==> src/uifb_pkg.sv <==
// shared types, constants and codes of the udp/ipv4 frame builder
package uifb_pkg;

    localparam int HDR_LEN         = 42;
    localparam int MAX_PAYLOAD_DEF = 1400;
    localparam int MIN_FRAME_DEF   = 60;
    localparam int LEN_W           = 11;
    localparam int IDX_W           = 6;
    localparam int CSUM_WORDS      = 8;
    localparam int IP_UDP_HDR      = 28;
    localparam int UDP_HDR         = 8;

    localparam logic [31:0] SRC_IP_RESET   = 32'h0A00_020F;
    localparam logic [7:0]  BCAST_BYTE     = 8'hFF;
    localparam logic [15:0] ETHERTYPE_IPV4 = 16'h0800;
    localparam logic [7:0]  IP_VER_IHL     = 8'h45;
    localparam logic [7:0]  IP_TTL         = 8'd64;
    localparam logic [7:0]  IP_PROTO_UDP   = 8'd17;

    typedef enum logic [1:0] {
        CFG_SOURCE_MAC = 2'd0,
        CFG_SOURCE_IP  = 2'd1,
        CFG_LINK_READY = 2'd2
    } t_cfg_idx;

    localparam logic FUNC_START_C   = 1'b0;
    localparam logic FUNC_PAYLOAD_C = 1'b1;

    typedef enum logic [2:0] {
        S_IDLE,
        S_CSUM,
        S_HDR,
        S_PAY,
        S_PAD,
        S_REJ
    } t_state;

    // words fed to the checksum unit
    typedef struct packed {
        logic [15:0] ip_len;
        logic [15:0] ident;
        logic [31:0] src_ip;
        logic [31:0] dst_ip;
    } t_csum_in;

    typedef struct packed {
        logic        done;
        logic [15:0] csum;
    } t_csum_out;

    typedef struct packed {
        logic [47:0] src_mac;
        logic [31:0] src_ip;
        logic [31:0] dst_ip;
        logic [15:0] sport;
        logic [15:0] dport;
        logic [15:0] ip_len;
        logic [15:0] ident;
        logic [15:0] udp_len;
        logic [15:0] csum;
    } t_hdr_fields;

endpackage

==> src/uifb_if.sv <==
// handshake channels of the frame builder: input items, frame bytes, register writes
interface uifb_in_if;
    logic        valid;
    logic        ready;
    logic        func;
    logic [31:0] dest_ip;
    logic [15:0] sport;
    logic [15:0] dport;
    logic [15:0] payload_length;
    logic [15:0] ip_ident;
    logic [7:0]  data_byte;

    modport source (output valid, func, dest_ip, sport, dport, payload_length,
                    ip_ident, data_byte, input ready);
    modport sink   (input valid, func, dest_ip, sport, dport, payload_length,
                    ip_ident, data_byte, output ready);
endinterface

interface uifb_out_if;
    logic       valid;
    logic       ready;
    logic [7:0] frame_byte;
    logic       last;
    logic       status;

    modport source (output valid, frame_byte, last, status, input ready);
    modport sink   (input valid, frame_byte, last, status, output ready);
endinterface

interface uifb_cfg_if;
    logic        valid;
    logic        ready;
    logic [1:0]  index;
    logic [47:0] data;

    modport source (output valid, index, data, input ready);
    modport sink   (input valid, index, data, output ready);
endinterface

==> src/uifb_csum.sv <==
// ipv4 header checksum: one 16-bit end-around-carry adder stepped over the header words
module uifb_csum
    import uifb_pkg::*;
(
    input  logic      i_clk,
    input  logic      i_rst_n,
    input  logic      i_start,
    input  t_csum_in  i_words,
    output t_csum_out o_res
);

    localparam int CNT_W = $clog2(CSUM_WORDS + 1);

    logic             r_busy, n_busy;
    logic [CNT_W-1:0] r_idx, n_idx;
    logic [16:0]      r_acc, n_acc;
    logic [15:0]      w_word;
    logic             w_done;

    always_comb begin
        case (r_idx)
            CNT_W'(0): w_word = {IP_VER_IHL, 8'h00};
            CNT_W'(1): w_word = i_words.ip_len;
            CNT_W'(2): w_word = i_words.ident;
            CNT_W'(3): w_word = {IP_TTL, IP_PROTO_UDP};
            CNT_W'(4): w_word = i_words.src_ip[31:16];
            CNT_W'(5): w_word = i_words.src_ip[15:0];
            CNT_W'(6): w_word = i_words.dst_ip[31:16];
            CNT_W'(7): w_word = i_words.dst_ip[15:0];
            default:   w_word = 16'h0000;
        endcase
    end

    // after the last word, keep folding the carry back in until none is left
    assign w_done = r_busy && (r_idx == CNT_W'(CSUM_WORDS)) && !r_acc[16];

    always_comb begin
        n_busy = r_busy;
        n_idx  = r_idx;
        n_acc  = r_acc;
        if (i_start) begin
            n_busy = 1'b1;
            n_idx  = '0;
            n_acc  = '0;
        end else if (w_done) begin
            n_busy = 1'b0;
        end else if (r_busy) begin
            n_acc = {1'b0, r_acc[15:0]} + 17'(r_acc[16]) + {1'b0, w_word};
            if (r_idx != CNT_W'(CSUM_WORDS)) begin
                n_idx = r_idx + CNT_W'(1);
            end
        end
    end

    always_ff @(posedge i_clk) begin
        if (!i_rst_n) begin
            r_busy <= 1'b0;
            r_idx  <= '0;
        end else begin
            r_busy <= n_busy;
            r_idx  <= n_idx;
        end
        r_acc <= n_acc;
    end

    assign o_res.done = w_done;
    assign o_res.csum = ~r_acc[15:0];

endmodule

==> src/uifb_hdr.sv <==
// picks one of the 42 ethernet/ipv4/udp header bytes by position
module uifb_hdr
    import uifb_pkg::*;
(
    input  t_hdr_fields      i_fields,
    input  logic [IDX_W-1:0] i_idx,
    output logic [7:0]       o_byte
);

    always_comb begin
        case (i_idx)
            6'd0, 6'd1, 6'd2, 6'd3, 6'd4, 6'd5: o_byte = BCAST_BYTE;
            6'd6:  o_byte = i_fields.src_mac[47:40];
            6'd7:  o_byte = i_fields.src_mac[39:32];
            6'd8:  o_byte = i_fields.src_mac[31:24];
            6'd9:  o_byte = i_fields.src_mac[23:16];
            6'd10: o_byte = i_fields.src_mac[15:8];
            6'd11: o_byte = i_fields.src_mac[7:0];
            6'd12: o_byte = ETHERTYPE_IPV4[15:8];
            6'd13: o_byte = ETHERTYPE_IPV4[7:0];
            6'd14: o_byte = IP_VER_IHL;
            6'd16: o_byte = i_fields.ip_len[15:8];
            6'd17: o_byte = i_fields.ip_len[7:0];
            6'd18: o_byte = i_fields.ident[15:8];
            6'd19: o_byte = i_fields.ident[7:0];
            6'd22: o_byte = IP_TTL;
            6'd23: o_byte = IP_PROTO_UDP;
            6'd24: o_byte = i_fields.csum[15:8];
            6'd25: o_byte = i_fields.csum[7:0];
            6'd26: o_byte = i_fields.src_ip[31:24];
            6'd27: o_byte = i_fields.src_ip[23:16];
            6'd28: o_byte = i_fields.src_ip[15:8];
            6'd29: o_byte = i_fields.src_ip[7:0];
            6'd30: o_byte = i_fields.dst_ip[31:24];
            6'd31: o_byte = i_fields.dst_ip[23:16];
            6'd32: o_byte = i_fields.dst_ip[15:8];
            6'd33: o_byte = i_fields.dst_ip[7:0];
            6'd34: o_byte = i_fields.sport[15:8];
            6'd35: o_byte = i_fields.sport[7:0];
            6'd36: o_byte = i_fields.dport[15:8];
            6'd37: o_byte = i_fields.dport[7:0];
            6'd38: o_byte = i_fields.udp_len[15:8];
            6'd39: o_byte = i_fields.udp_len[7:0];
            // tos, flags/fragment and udp checksum are zero
            default: o_byte = 8'h00;
        endcase
    end

endmodule

==> src/udp_ipv4_frame_builder.sv <==
// udp/ipv4 frame builder top: control sequencer, config registers and output register
// start item: accept, then checksum work, then 42 header bytes
//   one per cycle, then zero padding up to MIN_FRAME bytes when the payload length is zero
// payload item: accept, then one byte out, plus padding after a short frame's end; dropped if no packet is open
// rejected start: one reject byte; output backpressure stretches every byte
// synchronous active-low reset clears control state and loads the register reset values
module udp_ipv4_frame_builder
    import uifb_pkg::*;
#(
    parameter int MAX_PAYLOAD = MAX_PAYLOAD_DEF,
    parameter int MIN_FRAME   = MIN_FRAME_DEF
) (
    input  logic       i_clk,
    input  logic       i_rst_n,
    uifb_in_if.sink    i_in,
    uifb_out_if.source o_out,
    uifb_cfg_if.sink   i_cfg
);

    t_state r_state, n_state;

    logic [47:0]      r_src_mac;
    logic [31:0]      r_src_ip;
    logic             r_link;

    logic [31:0]      r_dst_ip;
    logic [15:0]      r_sport, r_dport, r_ip_len, r_udp_len, r_ident, r_csum;
    logic             r_plen0;
    logic [LEN_W-1:0] r_exp, r_cnt, r_flen;
    logic             r_open;
    logic [IDX_W-1:0] r_idx;
    logic [7:0]       r_pbyte;

    logic             r_ovalid, r_olast, r_ostat;
    logic [7:0]       r_obyte;

    logic             w_slot, w_in_acc, w_rej, w_emit, w_last, w_stat;
    logic [7:0]       w_byte, w_hbyte;
    logic             w_hdr_end, w_pay_end, w_pay_long, w_pad_last;
    logic [LEN_W-1:0] w_cnt_n, w_pay_len, w_flen_n;
    t_csum_in         w_cin;
    t_csum_out        w_cout;
    t_hdr_fields      w_hf;

    assign w_slot   = !r_ovalid || o_out.ready;
    assign w_in_acc = i_in.valid && i_in.ready;
    assign w_rej    = !r_link || (i_in.payload_length > 16'(MAX_PAYLOAD));

    assign w_hdr_end  = (r_idx == IDX_W'(HDR_LEN - 1));
    assign w_cnt_n    = r_cnt + LEN_W'(1);
    assign w_pay_end  = (w_cnt_n == r_exp);
    assign w_pay_len  = LEN_W'(HDR_LEN) + w_cnt_n;
    assign w_pay_long = (w_pay_len >= LEN_W'(MIN_FRAME));
    assign w_flen_n   = r_flen + LEN_W'(1);
    assign w_pad_last = (w_flen_n == LEN_W'(MIN_FRAME));

    assign w_cin = '{ip_len: r_ip_len, ident: r_ident, src_ip: r_src_ip, dst_ip: r_dst_ip};

    assign w_hf = '{src_mac: r_src_mac, src_ip: r_src_ip, dst_ip: r_dst_ip,
                    sport: r_sport, dport: r_dport, ip_len: r_ip_len,
                    ident: r_ident, udp_len: r_udp_len, csum: r_csum};

    uifb_csum u_csum (
        .i_clk   (i_clk),
        .i_rst_n (i_rst_n),
        .i_start (w_in_acc && (i_in.func == FUNC_START_C) && !w_rej),
        .i_words (w_cin),
        .o_res   (w_cout)
    );

    uifb_hdr u_hdr (
        .i_fields (w_hf),
        .i_idx    (r_idx),
        .o_byte   (w_hbyte)
    );

    // next state
    always_comb begin
        n_state = r_state;
        case (r_state)
            S_IDLE: begin
                if (w_in_acc) begin
                    if (i_in.func == FUNC_START_C) begin
                        n_state = w_rej ? S_REJ : S_CSUM;
                    end else if (r_open) begin
                        n_state = S_PAY;
                    end
                end
            end
            S_CSUM: begin
                if (w_cout.done) begin
                    n_state = S_HDR;
                end
            end
            S_HDR: begin
                if (w_slot && w_hdr_end) begin
                    n_state = (r_plen0 && (HDR_LEN < MIN_FRAME)) ? S_PAD : S_IDLE;
                end
            end
            S_PAY: begin
                if (w_slot) begin
                    n_state = (w_pay_end && !w_pay_long) ? S_PAD : S_IDLE;
                end
            end
            S_PAD: begin
                if (w_slot && w_pad_last) begin
                    n_state = S_IDLE;
                end
            end
            S_REJ: begin
                if (w_slot) begin
                    n_state = S_IDLE;
                end
            end
            default: n_state = S_IDLE;
        endcase
    end

    // outputs of the sequencer
    always_comb begin
        i_in.ready = 1'b0;
        w_emit     = 1'b0;
        w_byte     = 8'h00;
        w_last     = 1'b0;
        w_stat     = 1'b0;
        case (r_state)
            S_IDLE: i_in.ready = 1'b1;
            S_HDR: begin
                w_emit = w_slot;
                w_byte = w_hbyte;
                w_last = r_plen0 && w_hdr_end && (HDR_LEN >= MIN_FRAME);
            end
            S_PAY: begin
                w_emit = w_slot;
                w_byte = r_pbyte;
                w_last = w_pay_end && w_pay_long;
            end
            S_PAD: begin
                w_emit = w_slot;
                w_last = w_pad_last;
            end
            S_REJ: begin
                w_emit = w_slot;
                w_last = 1'b1;
                w_stat = 1'b1;
            end
            default: w_emit = 1'b0;
        endcase
    end

    assign i_cfg.ready = 1'b1;

    always_ff @(posedge i_clk) begin
        if (!i_rst_n) begin
            r_state   <= S_IDLE;
            r_src_mac <= '0;
            r_src_ip  <= SRC_IP_RESET;
            r_link    <= 1'b0;
            r_open    <= 1'b0;
            r_exp     <= '0;
            r_cnt     <= '0;
            r_idx     <= '0;
            r_flen    <= '0;
            r_ovalid  <= 1'b0;
        end else begin
            r_state <= n_state;

            if (i_cfg.valid && i_cfg.ready) begin
                case (i_cfg.index)
                    CFG_SOURCE_MAC: r_src_mac <= i_cfg.data;
                    CFG_SOURCE_IP:  r_src_ip  <= i_cfg.data[31:0];
                    CFG_LINK_READY: r_link    <= i_cfg.data[0];
                    default:        r_link    <= r_link;
                endcase
            end

            if (w_in_acc && (i_in.func == FUNC_START_C)) begin
                r_open <= 1'b0;
                r_exp  <= i_in.payload_length[LEN_W-1:0];
                r_cnt  <= '0;
                r_idx  <= '0;
            end

            if (w_emit) begin
                case (r_state)
                    S_HDR: begin
                        r_idx  <= r_idx + IDX_W'(1);
                        r_flen <= LEN_W'(HDR_LEN);
                        if (w_hdr_end && !r_plen0) begin
                            r_open <= 1'b1;
                        end
                    end
                    S_PAY: begin
                        r_cnt  <= w_cnt_n;
                        r_flen <= w_pay_len;
                        if (w_pay_end) begin
                            r_open <= 1'b0;
                        end
                    end
                    S_PAD:   r_flen <= w_flen_n;
                    default: r_flen <= r_flen;
                endcase
            end

            if (w_emit) begin
                r_ovalid <= 1'b1;
            end else if (o_out.ready) begin
                r_ovalid <= 1'b0;
            end
        end

        // item, checksum and output data registers, not reset
        if (w_in_acc) begin
            r_pbyte <= i_in.data_byte;
            if (i_in.func == FUNC_START_C) begin
                r_dst_ip  <= i_in.dest_ip;
                r_sport   <= i_in.sport;
                r_dport   <= i_in.dport;
                r_ident   <= i_in.ip_ident;
                r_ip_len  <= 16'(IP_UDP_HDR) + i_in.payload_length;
                r_udp_len <= 16'(UDP_HDR) + i_in.payload_length;
                r_plen0   <= (i_in.payload_length == 16'h0000);
            end
        end
        if (r_state == S_CSUM && w_cout.done) begin
            r_csum <= w_cout.csum;
        end
        if (w_emit) begin
            r_obyte <= w_byte;
            r_olast <= w_last;
            r_ostat <= w_stat;
        end
    end

    assign o_out.valid      = r_ovalid;
    assign o_out.frame_byte = r_obyte;
    assign o_out.last       = r_olast;
    assign o_out.status     = r_ostat;

    // a reject byte always closes its item
    a_rej_last: assert property (@(posedge i_clk) disable iff (!i_rst_n)
        (o_out.valid && o_out.status) |-> (o_out.last && o_out.frame_byte == 8'h00))
        else $error("reject byte without last");

    // the checksum phase only ends into the header phase
    a_csum_hdr: assert property (@(posedge i_clk) disable iff (!i_rst_n)
        (r_state == S_CSUM) |=> (r_state == S_CSUM || r_state == S_HDR))
        else $error("checksum phase left without header");

    // an open packet always waits for at least one more byte
    a_open_cnt: assert property (@(posedge i_clk) disable iff (!i_rst_n)
        r_open |-> (r_cnt < r_exp))
        else $error("open packet with no payload left");

    // padding stays below the minimum frame size
    a_pad_len: assert property (@(posedge i_clk) disable iff (!i_rst_n)
        (r_state == S_PAD) |-> (r_flen < LEN_W'(MIN_FRAME)))
        else $error("padding past minimum frame");

endmodule

==> src/flat_wrapper.sv <==
// flat-port wrapper written by rule: the top's interface ports become plain ports
module udp_ipv4_frame_builder_flat import uifb_pkg::*;
#(
    parameter int MAX_PAYLOAD = MAX_PAYLOAD_DEF,
    parameter int MIN_FRAME   = MIN_FRAME_DEF
)
  (i_clk, i_rst_n, i_in_valid, i_in_func, i_in_dest_ip, i_in_sport, i_in_dport, i_in_payload_length, i_in_ip_ident, i_in_data_byte, i_in_ready, o_out_valid, o_out_frame_byte, o_out_last, o_out_status, o_out_ready, i_cfg_valid, i_cfg_index, i_cfg_data, i_cfg_ready);
  uifb_in_if i_in_i ();
  uifb_out_if o_out_i ();
  uifb_cfg_if i_cfg_i ();
  input  logic i_clk;
  input  logic i_rst_n;
  input wire logic [$bits(i_in_i.valid)-1:0] i_in_valid;
  input wire logic [$bits(i_in_i.func)-1:0] i_in_func;
  input wire logic [$bits(i_in_i.dest_ip)-1:0] i_in_dest_ip;
  input wire logic [$bits(i_in_i.sport)-1:0] i_in_sport;
  input wire logic [$bits(i_in_i.dport)-1:0] i_in_dport;
  input wire logic [$bits(i_in_i.payload_length)-1:0] i_in_payload_length;
  input wire logic [$bits(i_in_i.ip_ident)-1:0] i_in_ip_ident;
  input wire logic [$bits(i_in_i.data_byte)-1:0] i_in_data_byte;
  output wire logic [$bits(i_in_i.ready)-1:0] i_in_ready;
  output wire logic [$bits(o_out_i.valid)-1:0] o_out_valid;
  output wire logic [$bits(o_out_i.frame_byte)-1:0] o_out_frame_byte;
  output wire logic [$bits(o_out_i.last)-1:0] o_out_last;
  output wire logic [$bits(o_out_i.status)-1:0] o_out_status;
  input wire logic [$bits(o_out_i.ready)-1:0] o_out_ready;
  input wire logic [$bits(i_cfg_i.valid)-1:0] i_cfg_valid;
  input wire logic [$bits(i_cfg_i.index)-1:0] i_cfg_index;
  input wire logic [$bits(i_cfg_i.data)-1:0] i_cfg_data;
  output wire logic [$bits(i_cfg_i.ready)-1:0] i_cfg_ready;
  assign i_in_i.valid = i_in_valid;
  assign i_in_i.func = i_in_func;
  assign i_in_i.dest_ip = i_in_dest_ip;
  assign i_in_i.sport = i_in_sport;
  assign i_in_i.dport = i_in_dport;
  assign i_in_i.payload_length = i_in_payload_length;
  assign i_in_i.ip_ident = i_in_ip_ident;
  assign i_in_i.data_byte = i_in_data_byte;
  assign i_in_ready = i_in_i.ready;
  assign o_out_valid = o_out_i.valid;
  assign o_out_frame_byte = o_out_i.frame_byte;
  assign o_out_last = o_out_i.last;
  assign o_out_status = o_out_i.status;
  assign o_out_i.ready = o_out_ready;
  assign i_cfg_i.valid = i_cfg_valid;
  assign i_cfg_i.index = i_cfg_index;
  assign i_cfg_i.data = i_cfg_data;
  assign i_cfg_ready = i_cfg_i.ready;
  udp_ipv4_frame_builder #(.MAX_PAYLOAD(MAX_PAYLOAD), .MIN_FRAME(MIN_FRAME)) u_core (.i_clk(i_clk), .i_rst_n(i_rst_n), .i_in(i_in_i), .o_out(o_out_i), .i_cfg(i_cfg_i));
endmodule
==> config.mk <==
export PLATFORM = sky130hd
export DESIGN_NAME = udp_ipv4_frame_builder_flat
export DESIGN_NICKNAME = d
export VERILOG_FILES = /design/src/uifb_pkg.sv /design/src/uifb_if.sv /design/src/uifb_csum.sv /design/src/uifb_hdr.sv /design/src/udp_ipv4_frame_builder.sv /design/src/flat_wrapper.sv
export SDC_FILE = /design/constraint.sdc
export NUM_CORES = 1
export LEC_CHECK = 0
export ABC_AREA = 1
export BUFFER_PORTS_ARGS = -buffer_cell sky130_fd_sc_hd__buf_2
export CORE_ASPECT_RATIO = 1.2
export CORE_MARGIN = 4
export CORE_UTILIZATION = 45
export CTS_BUF_LIST = sky130_fd_sc_hd__clkbuf_8
export CTS_CLUSTER_SIZE = 16
export DETAILED_ROUTE_END_ITERATION = 12
export PLACE_DENSITY = 0.65
export SLEW_MARGIN = 30
export SYNTH_ARGS = -nofsm -noshare
export SYNTH_HDL_FRONTEND = slang
export SYNTH_SLANG_ARGS = --single-unit
==> constraint.sdc <==
create_clock -name i_clk -period 3.69 [get_ports i_clk]
set_clock_uncertainty 0.05 [all_clocks]
set_input_delay 0 -clock i_clk [delete_from_list [all_inputs] [get_ports i_clk]]
set_output_delay 0 -clock i_clk [all_outputs]
set_load 0.03 [all_outputs]
==> results of run 1 <==
[timing repair]
| action | CTS | global route |
|---|---|---|
| gates resized for setup | 0 | 5 |
| endpoints found under the hold margin | 233 | 0 |
| endpoints found under the setup margin | 0 | 6 |
| hold buffers | 171 | 0 |
[metal layers]
layer	track usage (%)	vias to the layer above	part of all wire [%]
met5	0	-	0
met1	34.2	6620	38
met3	3.51	162	5.2
met2	52.5	552	51
met4	15.4	0	5.9
li1	-	6669	-
[sequential cells by signal, summed over array words and instances (netlist names), 6 cells and up]
signal	count
u_core.r_dst_ip	32
u_core.r_ip_len	14
u_core.r_cnt	11
u_core.r_src_ip	32
u_core.r_src_mac	48
u_core.r_udp_len	16
u_core.r_pbyte	8
u_core.o_out.frame_byte	8
u_core.r_flen	11
u_core.r_idx	6
u_core.r_sport	16
u_core.r_exp	11
u_core.r_csum	16
u_core.u_csum.r_acc	17
u_core.r_ident	16
u_core.r_dport	16
[synth_stat cells, types with 13 or more instances]
master and n:
nand3_1 98, clkbuf_1 39, dfxtp_1 147, nor2_1 201
o21ai_0 156, a221oi_1 29, nor3_1 22, o22ai_1 16
a21oi_1 86, xor2_1 31, nand4_1 29, edfxtp_1 145
nand2_2 16, ha_1 34, inv_1 201, nor4_1 13
nand2_1 354
[layout by cell type (no fill, tap or decap), types with 4 or more instances in the layout]
cell type / instances
clkinv_1: 9
a22oi_1: 11
a221oi_1: 28
a211oi_1: 12
nor4_1: 12
a21oi_1: 86
inv_2: 6
nand2_2: 16
dlygate4sd3_1: 171
o221ai_1: 4
dfxtp_1: 146
a31oi_1: 9
buf_4: 19
nor3_1: 21
nand3b_1: 4
xor2_1: 31
xnor2_1: 6
a22o_1: 11
o21ai_1: 4
nor2_1: 199
edfxtp_1: 145
o21ai_0: 156
o211ai_1: 7
ha_1: 34
clkinv_2: 5
clkbuf_8: 56
buf_2: 171
o22ai_1: 16
or2_2: 6
inv_1: 218
nand3_1: 98
nand2_1: 354
o2111ai_1: 7
nor2_2: 10
nand4_1: 29
[worst max-delay path: stages, from the launching register on]
cell,delay (ns)
dfxtp_2,0.37
inv_1,0.08
ha_1,0.20
inv_1,0.08
nor2_1,0.07
buf_12,0.14
nand2_1,0.05
o21ai_0,0.15
a221oi_1,0.26
nand2_1,0.13
fa_1,0.43
fa_2,0.40
nand3_1,0.11
nand3_1,0.15
nand2_1,0.10
nand2_1,0.09
a21oi_1,0.18
inv_1,0.07
a21oi_1,0.13
a22oi_1,0.08
inv_1,0.06
[final timing paths]
path                               start                 endpoint  slack [ns]
setup / recovery  u_core.u_csum.r_idx[0]  u_core.u_csum.r_acc[14]        0.27
hold / removal          i_in_dest_ip[26]      u_core.r_dst_ip[26]        0.07
hold reg to reg     u_core.r_src_mac[14]     u_core.r_src_mac[14]        0.41
setup reg to reg  u_core.u_csum.r_idx[0]  u_core.u_csum.r_acc[14]        0.27
[through the flow]
step           total power, mW  area (um2)  hold slack [ns]  utilization, %  instances
2_1_floorplan             5.39       14500           0.0489               -       1747
3_3_place_gp              6.10       15800            0.126            50.2       2289
3_5_place_dp              6.12       15800            0.128            50.2       2289
4_1_cts                   9.19       18500           0.0250            58.8       2550
5_1_grt                   9.59       18500           0.0581            58.8       2550
6_report                  9.17       18500           0.0738            58.8       2550
[power by group]
| part | internal [mW] | leakage [nW] | switching [mW] |
|---|---|---|---|
| Clock | 1.60 | 0.573 | 1.33 |
| Sequential | 3.97 | 2.54 | 0.326 |
| Combinational | 0.633 | 4.79 | 1.31 |
[cell type report]
type | instances | area [um2]
multi-input cells | 1192 | 6200
clock buffers | 56 | 771
clock inverters | 34 | 225
flip-flops and latches | 292 | 7300
fillers | 2777 | 13000
inverters | 212 | 802
repair buffers | 363 | 2750
well taps | 401 | 502
[kinds of logic after synthesis]
family                   after synthesis  synth area share [%]
adder cells (fa/ha/maj)               36                  3.21
flip-flops                           292                  50.4
XOR/XNOR                              37                  2.24
buffers and inverters                263                  7.02
AO/OA/AOI/OAI                        361                  14.8
AND/OR/NAND/NOR                      757                  22.4
other                                  1                0.0259
==> qor.csv, run 1 <==
metric,value,unit
first-pass GRT wire length,78700,um
total gr overflow,0,
number of global-route vias before repair,14100,
max-capacitance violation count,0,
"Seq/Total Area, Yosys",50.4,%
initial antenna violation count,0,
Max IR drop VDD,326,uV
fin crit share,92.7,%
Worst-Margin Slew,0.840,ns
Starting Density,45.9,%
DR iter-0 viols,1106,
CP Data Required Time,4.18,ns
Final Max Tran Viols,0,
worst hold path type,input pin to flip-flop,
H-tree levels,2,
DRC Markers,0,
Syn Inst Count,1747,
worst setup path category,flip-flop to flip-flop,
setup ws final,0.270,ns
Max-Slew Margin vs Limit,43.9,%
share of synthesized registers carrying an async set or reset,0,%
Longest Clk Path Bufs,3,
final hold vios,0,
type of origin of the critical path,flip-flop,
total core area,0.0315,mm2
top post-synthesis cells by area,"edfxtp_1 (30%), dfxtp_1 (20%), nand2_1 (9.2%)",
root cell of the clock tree,clkbuf_8,
All-Layer GR Usage,29.4,%
top cell type's share of synthesized area,30.1,%
Syn Nets,1943,
minimum clock period,3.42,ns
DR vias,14000,
Hold Path Depth,2,
routed len/inst,20.4,um
Synth Warn #,0,
pre-CTS setup slack,0.193,ns
Post-Route WL,52000,um
Lkg Pwr,7.90,nW
# port buffers,171,
"FF+latch count, synth",292,
Critical Path Fanout Max,11,
total CTS buffers,48,
Final nets,2305,
placement row count,71,
Area growth syn-to-layout,28.0,%
total die area,0.0351,mm2
ANT nets after route,0,
top_reg_cell synth,dfxtp_1,
CP arrival,3.91,ns
drt pass-1 iters,7,
FF-to-FF path depth,20,
"Distinct cells, synth",50,
DIE HEIGHT,205,um
number of synthesized flops with an enable pin,145,
Post-DP HPWL,37700,um
CTS tree,done,
clk sink count,292,
Max Fclk,292,MHz
post-CTS setup buffer count,0,
Via density,5.49,
Die Wd,172,um
syn_area_per_cell,8.29,um2
RSZ-0062 raised after global routing,no,
share of post-route cells with drive strength above 1,14.5,%
setup TNS,0,ns
Clock Pin Slew Worst Setup and Hold Paths,0.07,ns
antenna cells,0,
cell taking the most area after synthesis,edfxtp_1,
Critical Path Sink Type,flip-flop,
Final setup viols,0,
Final Wtd Congestion,0.961,
status,finished clean,
power per cell area,494,mW/mm2
cell area after synthesis,0.0145,mm2
I/O pin total,173,
largest net degree at the start of global routing,116,
clock latency on the worst-skew pair,0.59,ns
No activity file was read; power rests on OpenSTA's default activity.
==> run 2: changes to the inputs <==
==> constraint.sdc (replaced) <==
create_clock -name i_clk -period 3.1 [get_ports i_clk]
set_clock_uncertainty 0.05 [all_clocks]
set_input_delay 0 -clock i_clk [delete_from_list [all_inputs] [get_ports i_clk]]
set_output_delay 0 -clock i_clk [all_outputs]
set_load 0.03 [all_outputs]
==> qor.csv, run 2 (same netlist as run 1, synthesis figures left out) <==
metric,value,unit,change
status,finished clean,,
CTS tree,done,,
root cell of the clock tree,clkbuf_8,,
H-tree levels,2,,unchanged
most frequent cells in the layout,"nand2_1 (348), inv_1 (205), nor2_1 (193)",,
FF/Latch Area,0.00731,mm2,+0.14%
Hold Crit Start,i_in_data_byte[6],,
Final setup viols,0,,unchanged
clk sink count,292,,unchanged
worst setup path category,flip-flop to flip-flop,,
Critical Path Sink Type,flip-flop,,
Hold Slack,0.0674,ns,-0.00641 ns
share of post-route cells with drive strength above 1,19.8,%,+5.3 points
CP arrival,3.27,ns,-0.64 ns
minimum clock period,2.99,ns,-0.433 ns
placed cells,2340,,+2.2%
largest reg by FF count,u_core.r_src_mac,,
Max-Slew Margin vs Limit,38.3,%,-5.6 points
drt pass-1 iters,6,,-1
power per cell area,563,mW/mm2,+14%
Via density,5.46,,-0.60%
Final Wtd Congestion,0.960,,about the same
# port buffers,171,,unchanged
CP Data Required Time,3.38,ns,-0.80 ns
Finished Layout Cells,2616,,+2.6%
final hold vios,0,,unchanged
Post-DP HPWL,39300,um,+4.3%
ANT nets after route,0,,unchanged
Die Wd,172,um,unchanged
CP Cell Sequence,"inv_1, ha_1, inv_1, nor2_1, nand2_1, o21ai_0, nor4_1, nand4_1, nand2_1, nand2_1",,
Worst-Margin Slew,0.917,ns,+0.0767 ns
clock latency on the worst-skew pair,0.59,ns,about the same
Post-Route WL,54000,um,+3.7%
Critical Path Fanout Max,6,,-5
fillers,2709,,-2.4%
total CTS buffers,47,,-2.1%
Lkg Pwr,8.26,nW,+4.6%
total die area,0.0351,mm2,unchanged
Largest regs,"u_core.r_src_mac: 48 flops, u_core.r_dst_ip: 32 flops, u_core.r_src_ip: 32 flops",,
Longest Clk Path Bufs,3,,unchanged
r2r startpoint,u_core.r_idx[0],,
Max Fclk,335,MHz,+14%
I/O pin total,173,,unchanged
DRC Markers,0,,unchanged
total gr overflow,0,,unchanged
area of the multi-input gates,0.00648,mm2,+4.6%
DR vias,14300,,+2.0%
Clock Pin Slew Worst Setup and Hold Paths,0.06,ns,about the same
routed len/inst,20.6,um,+1.1%
"most common cell after layout, fill and taps aside",nand2_1,,
fin crit share,96.3,%,+3.7 points
CP dominant cell by count,nand2_1,,
CP max stage cell,nor4_1,,
DIE HEIGHT,205,um,unchanged
Setup crit start,u_core.r_idx[0],,
Starting Density,45.9,%,unchanged
Final Max Tran Viols,0,,unchanged
placement row count,71,,unchanged
type of origin of the critical path,flip-flop,,
Area growth syn-to-layout,33.4,%,
number of global-route vias before repair,14100,,-0.050%
initial antenna violation count,0,,unchanged
max-capacitance violation count,0,,unchanged
RSZ-0062 raised after global routing,yes,,
All-Layer GR Usage,30.1,%,+0.79 points
crit-path max cell delay,0.82,ns,+0.39 ns
number of flip-flops in the largest register,48,,unchanged
Final nets,2374,,+3.0%
total core area,0.0315,mm2,unchanged
Max IR drop VDD,479,uV,+47%
worst hold path type,input pin to flip-flop,,
antenna cells,0,,unchanged
largest net degree at the start of global routing,116,,unchanged
DR iter-0 viols,1271,,+15%
first-pass GRT wire length,80700,um,+2.6%
[run 2: worst paths after layout]
kind	endpoint	slack, ns	depth (start not counted)
worst max-delay path	u_core.o_out.frame_byte[4]	0.11	10
worst min-delay path	u_core.r_pbyte[6]	0.07	2
worst max register to register	u_core.o_out.frame_byte[4]	0.11	10
worst min register to register	u_core.r_src_mac[14]	0.41	2
[run 2: stage by stage]
stage	power [mW]	utilization, %	setup slack (ns)	instance area, um2	setup TNS, ns
after floorplan	6.42	-	-0.0170	14500	-0.0642
after CTS	10.9	60.3	0.00698	19000	0
after detailed placement	7.40	51.4	-0.197	16200	-1.06
after global placement	7.37	51.4	-0.160	16200	-0.576
final	10.9	61.3	0.113	19300	0
after global routing	11.4	61.3	-0.0513	19300	-0.139
[run 2: power by group]
part	switching (mW)	internal [mW]
Clock	1.58	1.71
Sequential	0.409	4.73
Combinational	1.62	0.843
Total	3.60	7.28
[run 2: area by class of cell]
class | count | share of cell area [%]
Timing Repair Buffer | 433 | 17.1
Clock buffer | 55 | 3.92
Multi-Input combinational cell | 1192 | 33.6
Tap cell | 401 | 2.60
Clock inverter | 31 | 0.861
Sequential cell | 292 | 37.8
Inverter | 212 | 4.18
[run 2: worst max-delay path: cells and delay by family, from the launching register on]
family                   cells  cell delay [ns]
AND/OR/NAND/NOR              6             1.55
flip-flops                   1             0.36
adder cells (fa/ha/maj)      1             0.32
AO/OA/AOI/OAI                1             0.25
buffers and inverters        2             0.20
[run 2: per-layer routing]
layer / up-vias / part of all wire (%) / global-route usage (%) / routed length [um]
met5: - / 0 / 0 / 0
met4: 0 / 5.6 / 14.6 / 3000
met3: 165 / 4.8 / 3.55 / 2600
met2: 538 / 52 / 54.5 / 28100
met1: 6762 / 38 / 35.1 / 20300
li1: 6814 / - / - / -
[run 2: repair_timing]
item / CTS / global route
hold buffers: 179 / 0
gates resized for setup: 26 / 62
setup buffers: 4 / 7
pin swaps: 14 / 24
setup endpoints to repair: 11 / 11
hold endpoints to repair: 237 / 0
